## config.mk

```make
export PLATFORM = sky130hd
export DESIGN_NAME = dns_answer_address_extractor_top
export DESIGN_NICKNAME = d
export VERILOG_FILES = /design/src/hw/rtl/dnsa_pkg.sv /design/src/hw/rtl/dnsa_parser.sv /design/src/hw/rtl/dns_answer_address_extractor_top.sv
export SDC_FILE = /design/constraint.sdc
export NUM_CORES = 1
export LEC_CHECK = 0
export ABC_AREA = 1
export ABC_CLOCK_PERIOD_IN_PS = 8300
export BUFFER_PORTS_ARGS = -buffer_cell sky130_fd_sc_hd__buf_4
export CAP_MARGIN = 15
export CORE_MARGIN = 4
export CORE_UTILIZATION = 37
export CTS_BUF_LIST = sky130_fd_sc_hd__clkbuf_2 sky130_fd_sc_hd__clkbuf_4 sky130_fd_sc_hd__clkbuf_8
export DETAILED_ROUTE_END_ITERATION = 8
export SYNTH_ARGS = -nofsm -noshare
export SYNTH_HDL_FRONTEND = slang
export SYNTH_SLANG_ARGS = --single-unit
```

## constraint.sdc

```tcl
create_clock -name clock -period 8.3 [get_ports clock]
set_input_delay 0 -clock clock [delete_from_list [all_inputs] [get_ports clock]]
set_output_delay 0 -clock clock [all_outputs]
set_load 0.02 [all_outputs]
```

## src/hw/rtl/dnsa_pkg.sv

```systemverilog
// Shared types and constants for the DNS answer address extractor.
// No dependencies; imported by the parser, the top level and the checker.
`timescale 1ns / 1ps

package dnsa_pkg;

   // Parser phases, one-hot
   typedef enum logic [5:0] {
      PH_HEADER  = 6'b000001,
      PH_QNAME   = 6'b000010,
      PH_QFIXED  = 6'b000100,
      PH_RRFIXED = 6'b001000,
      PH_RRDATA  = 6'b010000,
      PH_DONE    = 6'b100000
   } phase_type;

   // Last counter value of each fixed-size field group
   localparam logic [15:0] HDR_LAST     = 16'd11;
   localparam logic [15:0] QFIXED_LAST  = 16'd3;
   localparam logic [15:0] RRFIXED_LAST = 16'd11;

   // Header and record byte positions
   localparam logic [15:0] HDR_ANCOUNT_HI = 16'd6;
   localparam logic [15:0] HDR_ANCOUNT_LO = 16'd7;
   localparam logic [15:0] RR_TYPE_HI     = 16'd2;
   localparam logic [15:0] RR_TYPE_LO     = 16'd3;
   localparam logic [15:0] RR_RDLEN_HI    = 16'd10;
   localparam logic [15:0] RR_RDLEN_LO    = 16'd11;

   localparam logic [15:0] TYPE_A    = 16'd1;
   localparam logic [15:0] TYPE_AAAA = 16'd28;

   localparam logic [15:0] A_DATA_BYTES    = 16'd4;
   localparam logic [15:0] AAAA_DATA_BYTES = 16'd16;

   // Upper half of address_low for an IPv4-mapped address
   localparam logic [31:0] V4_MAP_HI = 32'h0000FFFF;

   localparam logic [1:0] KIND_NONE = 2'd0;
   localparam logic [1:0] KIND_V4   = 2'd1;
   localparam logic [1:0] KIND_V6   = 2'd2;

   typedef struct packed {
      logic [63:0] address_high;
      logic [63:0] address_low;
      logic [1:0]  found_kind;
      logic        truncated;
   } result_type;

endpackage

```

## src/hw/rtl/dnsa_parser.sv

```systemverilog
// Byte-wise DNS response parser: phase, counters, candidate and committed address.
// Depends on dnsa_pkg. Result reflects the state after the current byte.
`timescale 1ns / 1ps

module dnsa_parser import dnsa_pkg::*; (
   input  logic       clock,
   input  logic       reset,
   input  logic       take,
   input  logic [7:0] msg_byte,
   input  logic       last_byte,
   output result_type result
);

   phase_type   phase_ff, phase_in;
   logic [15:0] cnt_ff, cnt_in;
   logic [15:0] ans_ff, ans_in;
   logic [15:0] kind_ff, kind_in;
   logic [15:0] len_ff, len_in;
   logic [7:0]  cand_ff [16];
   logic [7:0]  cand_in [16];
   logic [63:0] com_hi_ff, com_hi_in;
   logic [63:0] com_lo_ff, com_lo_in;
   logic [1:0]  com_kind_ff, com_kind_in;

   logic        finish;
   logic [15:0] cnt_inc;
   logic [15:0] len_new;
   logic [63:0] cand_hi, cand_lo;
   logic [31:0] cand_v4;

   always_comb begin
      phase_in    = phase_ff;
      cnt_in      = cnt_ff;
      ans_in      = ans_ff;
      kind_in     = kind_ff;
      len_in      = len_ff;
      cand_in     = cand_ff;
      com_hi_in   = com_hi_ff;
      com_lo_in   = com_lo_ff;
      com_kind_in = com_kind_ff;
      finish      = 1'b0;
      cnt_inc     = cnt_ff + 16'd1;
      len_new     = {len_ff[15:8], msg_byte};

      unique case (phase_ff)
         PH_HEADER: begin
            if (cnt_ff == HDR_ANCOUNT_HI) ans_in[15:8] = msg_byte;
            if (cnt_ff == HDR_ANCOUNT_LO) ans_in[7:0] = msg_byte;
            if (cnt_ff >= HDR_LAST) begin
               cnt_in   = '0;
               phase_in = (ans_ff == '0) ? PH_DONE : PH_QNAME;
            end else begin
               cnt_in = cnt_inc;
            end
         end
         PH_QNAME: begin
            if (msg_byte == 8'd0) begin
               cnt_in   = '0;
               phase_in = PH_QFIXED;
            end
         end
         PH_QFIXED: begin
            if (cnt_ff >= QFIXED_LAST) begin
               cnt_in   = '0;
               phase_in = PH_RRFIXED;
            end else begin
               cnt_in = cnt_inc;
            end
         end
         PH_RRFIXED: begin
            if (cnt_ff == '0) begin
               for (int i = 0; i < 16; i++) cand_in[i] = 8'd0;
            end
            if (cnt_ff == RR_TYPE_HI)  kind_in[15:8] = msg_byte;
            if (cnt_ff == RR_TYPE_LO)  kind_in[7:0]  = msg_byte;
            if (cnt_ff == RR_RDLEN_HI) len_in[15:8]  = msg_byte;
            if (cnt_ff == RR_RDLEN_LO) len_in[7:0]   = msg_byte;
            if (cnt_ff >= RRFIXED_LAST) begin
               if (len_new == '0) begin
                  finish = 1'b1;
               end else begin
                  cnt_in   = '0;
                  phase_in = PH_RRDATA;
               end
            end else begin
               cnt_in = cnt_inc;
            end
         end
         PH_RRDATA: begin
            // IPv4 bytes land in the last four lanes of the 16-byte candidate
            if (kind_ff == TYPE_A && cnt_ff < A_DATA_BYTES) begin
               cand_in[{2'b11, cnt_ff[1:0]}] = msg_byte;
            end else if (kind_ff == TYPE_AAAA && cnt_ff < AAAA_DATA_BYTES) begin
               cand_in[cnt_ff[3:0]] = msg_byte;
            end
            if ({1'b0, cnt_ff} + 17'd1 >= {1'b0, len_ff}) begin
               finish = 1'b1;
            end else begin
               cnt_in = cnt_inc;
            end
         end
         PH_DONE: begin
         end
         default: phase_in = PH_DONE;
      endcase

      for (int i = 0; i < 8; i++) begin
         cand_hi[63 - 8*i -: 8] = cand_in[i];
         cand_lo[63 - 8*i -: 8] = cand_in[8 + i];
      end
      cand_v4 = cand_lo[31:0];

      if (finish) begin
         if (kind_ff == TYPE_A) begin
            com_hi_in   = '0;
            com_lo_in   = {V4_MAP_HI, cand_v4};
            com_kind_in = KIND_V4;
         end else if (kind_ff == TYPE_AAAA) begin
            com_hi_in   = cand_hi;
            com_lo_in   = cand_lo;
            com_kind_in = KIND_V6;
         end
         ans_in   = ans_ff - 16'd1;
         cnt_in   = '0;
         phase_in = (ans_ff == 16'd1) ? PH_DONE : PH_RRFIXED;
      end

      result.address_high = com_hi_in;
      result.address_low  = com_lo_in;
      result.found_kind   = com_kind_in;
      result.truncated    = (phase_in != PH_DONE);
   end

   always_ff @(posedge clock) begin
      if (reset || (take && last_byte)) begin
         // Reset or end of message: back to the header phase for the next one
         phase_ff    <= PH_HEADER;
         cnt_ff      <= '0;
         ans_ff      <= '0;
         kind_ff     <= '0;
         len_ff      <= '0;
         com_hi_ff   <= '0;
         com_lo_ff   <= '0;
         com_kind_ff <= KIND_NONE;
         for (int i = 0; i < 16; i++) cand_ff[i] <= 8'd0;
      end else if (take) begin
         phase_ff    <= phase_in;
         cnt_ff      <= cnt_in;
         ans_ff      <= ans_in;
         kind_ff     <= kind_in;
         len_ff      <= len_in;
         com_hi_ff   <= com_hi_in;
         com_lo_ff   <= com_lo_in;
         com_kind_ff <= com_kind_in;
         cand_ff     <= cand_in;
      end
   end

endmodule

```

## src/hw/rtl/dns_answer_address_extractor_top.sv

```systemverilog
// Top level of the DNS answer address extractor: handshake and result register.
// Depends on dnsa_pkg and dnsa_parser.
//
//   channel  direction  payload                                     transfer
//   req_     in         msg_byte[7:0], last_byte                    req_valid & req_ready
//   rsp_     out        address_high/low[63:0], found_kind, truncated rsp_valid & rsp_ready
//
// One byte per cycle while req_ready is high; the result of a message is registered on the transfer of its
// last byte and shows on rsp_ in the cycle after.
// Non-last bytes are always taken; a last byte waits only while an earlier result
// is still held and rsp_ready is low.
// Synchronous active-high reset returns the parser to the header phase.
`timescale 1ns / 1ps

module dns_answer_address_extractor_top import dnsa_pkg::*; (
   input  logic        clock,
   input  logic        reset,
   input  logic        req_valid,
   output logic        req_ready,
   input  logic [7:0]  req_msg_byte,
   input  logic        req_last_byte,
   output logic        rsp_valid,
   input  logic        rsp_ready,
   output logic [63:0] rsp_address_high,
   output logic [63:0] rsp_address_low,
   output logic [1:0]  rsp_found_kind,
   output logic        rsp_truncated
);

   logic       take;
   logic       rsp_valid_ff;
   result_type rsp_ff;
   result_type result;

   assign req_ready = !rsp_valid_ff || rsp_ready || !req_last_byte;
   assign take      = req_valid && req_ready;

   dnsa_parser u_parser (
      .clock     (clock),
      .reset     (reset),
      .take      (take),
      .msg_byte  (req_msg_byte),
      .last_byte (req_last_byte),
      .result    (result)
   );

   always_ff @(posedge clock) begin
      if (reset) begin
         rsp_valid_ff <= 1'b0;
      end else if (take && req_last_byte) begin
         rsp_valid_ff <= 1'b1;
      end else if (rsp_ready) begin
         rsp_valid_ff <= 1'b0;
      end
   end

   // Hold the result until its transfer
   always_ff @(posedge clock) begin
      if (take && req_last_byte) rsp_ff <= result;
   end

   assign rsp_valid        = rsp_valid_ff;
   assign rsp_address_high = rsp_ff.address_high;
   assign rsp_address_low  = rsp_ff.address_low;
   assign rsp_found_kind   = rsp_ff.found_kind;
   assign rsp_truncated    = rsp_ff.truncated;

endmodule

```

==> metrics.md <==
| Metric | Value |
|---|---|
| First-pass GRT wire length | 113.3 mm |
| Clk_lat worst skew | 0.69 ns |
| CTS max path bufs | 3 |
| Final Slew Violations | 0 |
| Row Count | 94 |
| Count of input and output buffers | roughly 150 |
| Area growth syn-to-layout | 13.28% |
| Mean area per synthesized cell | 6.689 um^2 |
| WL final | 71.80 mm |
| Final Hold Vio Count | 0 |
| Post-Layout Cell Count | around 4700 |
| Multi-input gate area | 11430 um^2 |
| Critical Path Sink Type | flop |
| Max_slew headroom | 0.1959 |
| Hold crit path type | primary input to flop |
| HP Start | req_valid |
| Sequential area share after synthesis | 0.4249 |
| Total die area | 71110 um^2 |
| Post-synth ARST share | 0 |
| Postcts setup bufs | 0 |
| R2R cell count | 23 |
| Max-cap violations | 0 |
| Routed Antenna Nets | 0 |
| Leakage | between 10 and 15 nW |
| Filler instances | around 6900 |
| #FFs+latches synth | 460 |
| GR Overflow Total | 0 |
| M3 GR Usage | 0.03300 |
| GRT met2 Usage | 0.3150 |
| DRT iter0 DRCs | between 1500 and 2000 |
| GRT Max-Usage Layer | met2 |
| Core Util, Final | 0.4243 |
| Layout cells sized above 1 | 0.09191 |
| Initial Util | 0.3745 |
| Pre-CTS setup slack | 2.687 ns |
| Critical Path Max Stage Delay | 1.03 ns |
| GPL Wtd Cong | a little under 0.9 |
| Post-CTS Resized | 0 |
| Fin crit share | 0.6875 |
| Arr. time, crit path | 6.32 ns |
| RSZ-0062 raised after global routing | no |
| PD cells | between 150 and 200 nW/um^2 |
| Synth unique cells | 43 |
| Remaining routing DRC violations | 0 |
| Final worst-path setup slack | around 2.6 ns |
| Sink Count | 460 |
| Peak supply drop | 0.1075 mV |
| Post-DP HPWL | 43.06 mm |
| IO Count | 146 |
| Synthesized area | 24760 um^2 |
| Worst path cell trace | ha_1, nand2_4, nor2_4, nand4_1, nor2_1, nand2_1, nor2_1, xor2_1, ha_1, a21oi_1, o211ai_1, inv_2, nand2_1, nor2_1, nand3_1, nand2_1, nand2_4, inv_2, buf_4, nand2_1, nand2_1, o21ai_1, inv_1 |
| Placed cells | 4504 |
| CP dominant cell by count | nand2_1 |
| Root Driver | clkbuf_8 |
| CP max FO | 66 |
| Critical path's slowest cell | inv_2 |
| Post-synth EDFFs | 131 |
| Nets | about 3800 |
| # H-tree levels | 3 |
| Setup crit start kind | flop |
| CTS tree | built |
| Main synth FF type | dfxtp_1 |
| Delay-heaviest family, CP | simple AND/OR/NAND/NOR gates |
| Initial antenna violation count | 3 |
| Status | completed |
| Clock transition at the registers of the reported paths | roughly 0.060 ns |
| Die extent in y | between 200 and 300 um |
| Required @ worst endpoint | 8.91 ns |
| Vias per cell | 4.943 |
| Synth area leaders | dfxtp_1 27%, edfxtp_1 16%, nand2_1 16% |
| Pre-Repair DR Iteration Count | 8 |
| Worst Hold End | u_parser.com_lo_ff[36] |
| Total CTS buffers | 84 |
| DR vias | roughly 23000 |
| Critical path buffers and inverters | 4 |
| Syn_nets | 3736 |
| Vias in the first global route | approximately 21000 |
| Hold Path Stages | 6 |
| Die X-Extent | around 270 um |
| Largest net degree at the start of global routing | 169 |
| Synthesis Warnings | 0 |
| Syn Inst Count | 3701 |
| Sum Neg Setup Slack | 0 ns |
| Final setup viols | 0 |
| Clk_skew | 0.04259 ns |
| Min cycle time layout | 5.707 ns |
| FF/Latch Area | 10520 um^2 |
| Total track usage | 0.1958 |
| Worst R2R End | u_parser.com_hi_ff[27] |
| Setup CP Type | flop to flop |
| Post-DR wirelength/cell | roughly 15 um |
| Worst-margin pin slew | 1.202 ns |
| FF-to-FF setup slack | ~2.6 ns |
| Core Area | 66100 um^2 |
| Fmax | 0.1752 GHz |
| Area leader, netlist | dfxtp_1 |
| M1 GR Usage | 0.2721 |
| Post-synth top area share | 0.2660 |
| Critical R2R Launch | u_parser.cnt_ff[0] |
stage by stage:
step / instance area (um^2) / total power (W) / hold slack [ns]
floorplan: 24760 / 0.003049 / 0.1329
global placement: 26170 / 0.003243 / 0.2949
detailed placement: 26170 / 0.003249 / 0.2978
CTS: 28040 / 0.005552 / 0.04510
global route: 28040 / 0.005771 / 0.1157
finish: 28040 / 0.005494 / 0.03515
synthesized netlist by cell type, drive strengths merged, types with 38 or more instances:
cell / instances
edfxtp: 131
o211ai: 38
buf: 93
nor2: 403
dfxtp: 329
clkbuf: 134
o21ai: 374
nand2: 1045
inv: 491
a21oi: 220
nand4: 54
nand3: 277
state kept, by name, indices dropped and copies added (netlist names), 6 cells and up:
signal and flops:
u_parser.cand_ff 128, rsp_address_high 64, rsp_address_low 64, u_parser.com_hi_ff 64, u_parser.com_lo_ff 64, u_parser.ans_ff 16
u_parser.cnt_ff 16, u_parser.kind_ff 16, u_parser.len_ff 16, u_parser.phase_ff 6
tightest hold or removal path: cells and delay by family:
family / cells / cell delay, ns
buffers and inverters: 3 / 0.36
AND/OR/NAND/NOR: 3 / 0.32
how the worst max path moves through the flow:
| stage | startpoint | end | slack (ns) | cells after the start |
|---|---|---|---|---|
| after global routing | u_parser.cnt_ff[0] | u_parser.com_hi_ff[24] | 2.09 | 23 |
| final | u_parser.cnt_ff[0] | u_parser.com_hi_ff[27] | 2.59 | 23 |
| after global placement | u_parser.cnt_ff[0] | u_parser.com_lo_ff[61] | 2.78 | 23 |
| after detailed placement | u_parser.cnt_ff[0] | u_parser.com_hi_ff[27] | 2.69 | 23 |
| after CTS | u_parser.cnt_ff[0] | u_parser.com_hi_ff[27] | 2.66 | 23 |
| after floorplan | rsp_valid | rsp_address_high[0] | 4.24 | 7 |
per-layer routing:
layer / share of wire / wire [um] / vias to the layer above
li1: - / - / 11900
met3: 0.063 / 4500 / 105
met2: 0.45 / 32550 / 623
met4: 0.022 / 1545 / 0
met1: 0.46 / 33210 / 10490
met5: 0 / 0 / -
power by group:
group	switching (W)	total, W	internal (W)
sequential	0.0000622	0.00249	0.00243
combinational	0.000492	0.000718	0.000226
clock	0.00103	0.00228	0.00126
cells by family (layout without fill, tap and decap cells):
group,count (synthesis),after routing,synth area share
and+or+nand+nor,1813,1813,0.3009
buffers and inverters,724,831,0.1151
AOI/OAI and AO/OA,663,663,0.1412
DFF,460,460,0.4249
adders and majority gates,22,22,0.01112
xor gates and xnor gates,19,19,0.006722
other,0,3,0
final cells by class:
class / count / share of cell area
Antenna cell: 3 / 0.0002677
Clock buffer: 120 / 0.05287
Clock inverter: 38 / 0.01004
Inverter: 497 / 0.06697
Multi-Input combinational cell: 2517 / 0.4077
Sequential cell: 460 / 0.3751
Tap cell: 864 / 0.03855
Timing Repair Buffer: 176 / 0.04845
placed cells by master (no fill, tap or decap), drive strengths merged, types with 13 or more instances in the layout:
cell / n
nand4: 54
a22oi: 13
dfxtp: 329
nand3b: 19
o211ai: 38
nor2: 403
inv: 494
nand3: 277
buf: 166
clkbuf: 120
a21oi: 220
o21ai: 374
ha: 22
clkinv: 37
xor2: 19
nand2: 1045
edfxtp: 131
repair_timing:
| item | CTS | global route |
|---|---|---|
| hold endpoints to repair | 59 | 0 |
| hold buffers | 10 | 0 |
| endpoints found under the setup margin | 0 | 0 |
No activity file was read; power rests on OpenSTA's default activity.
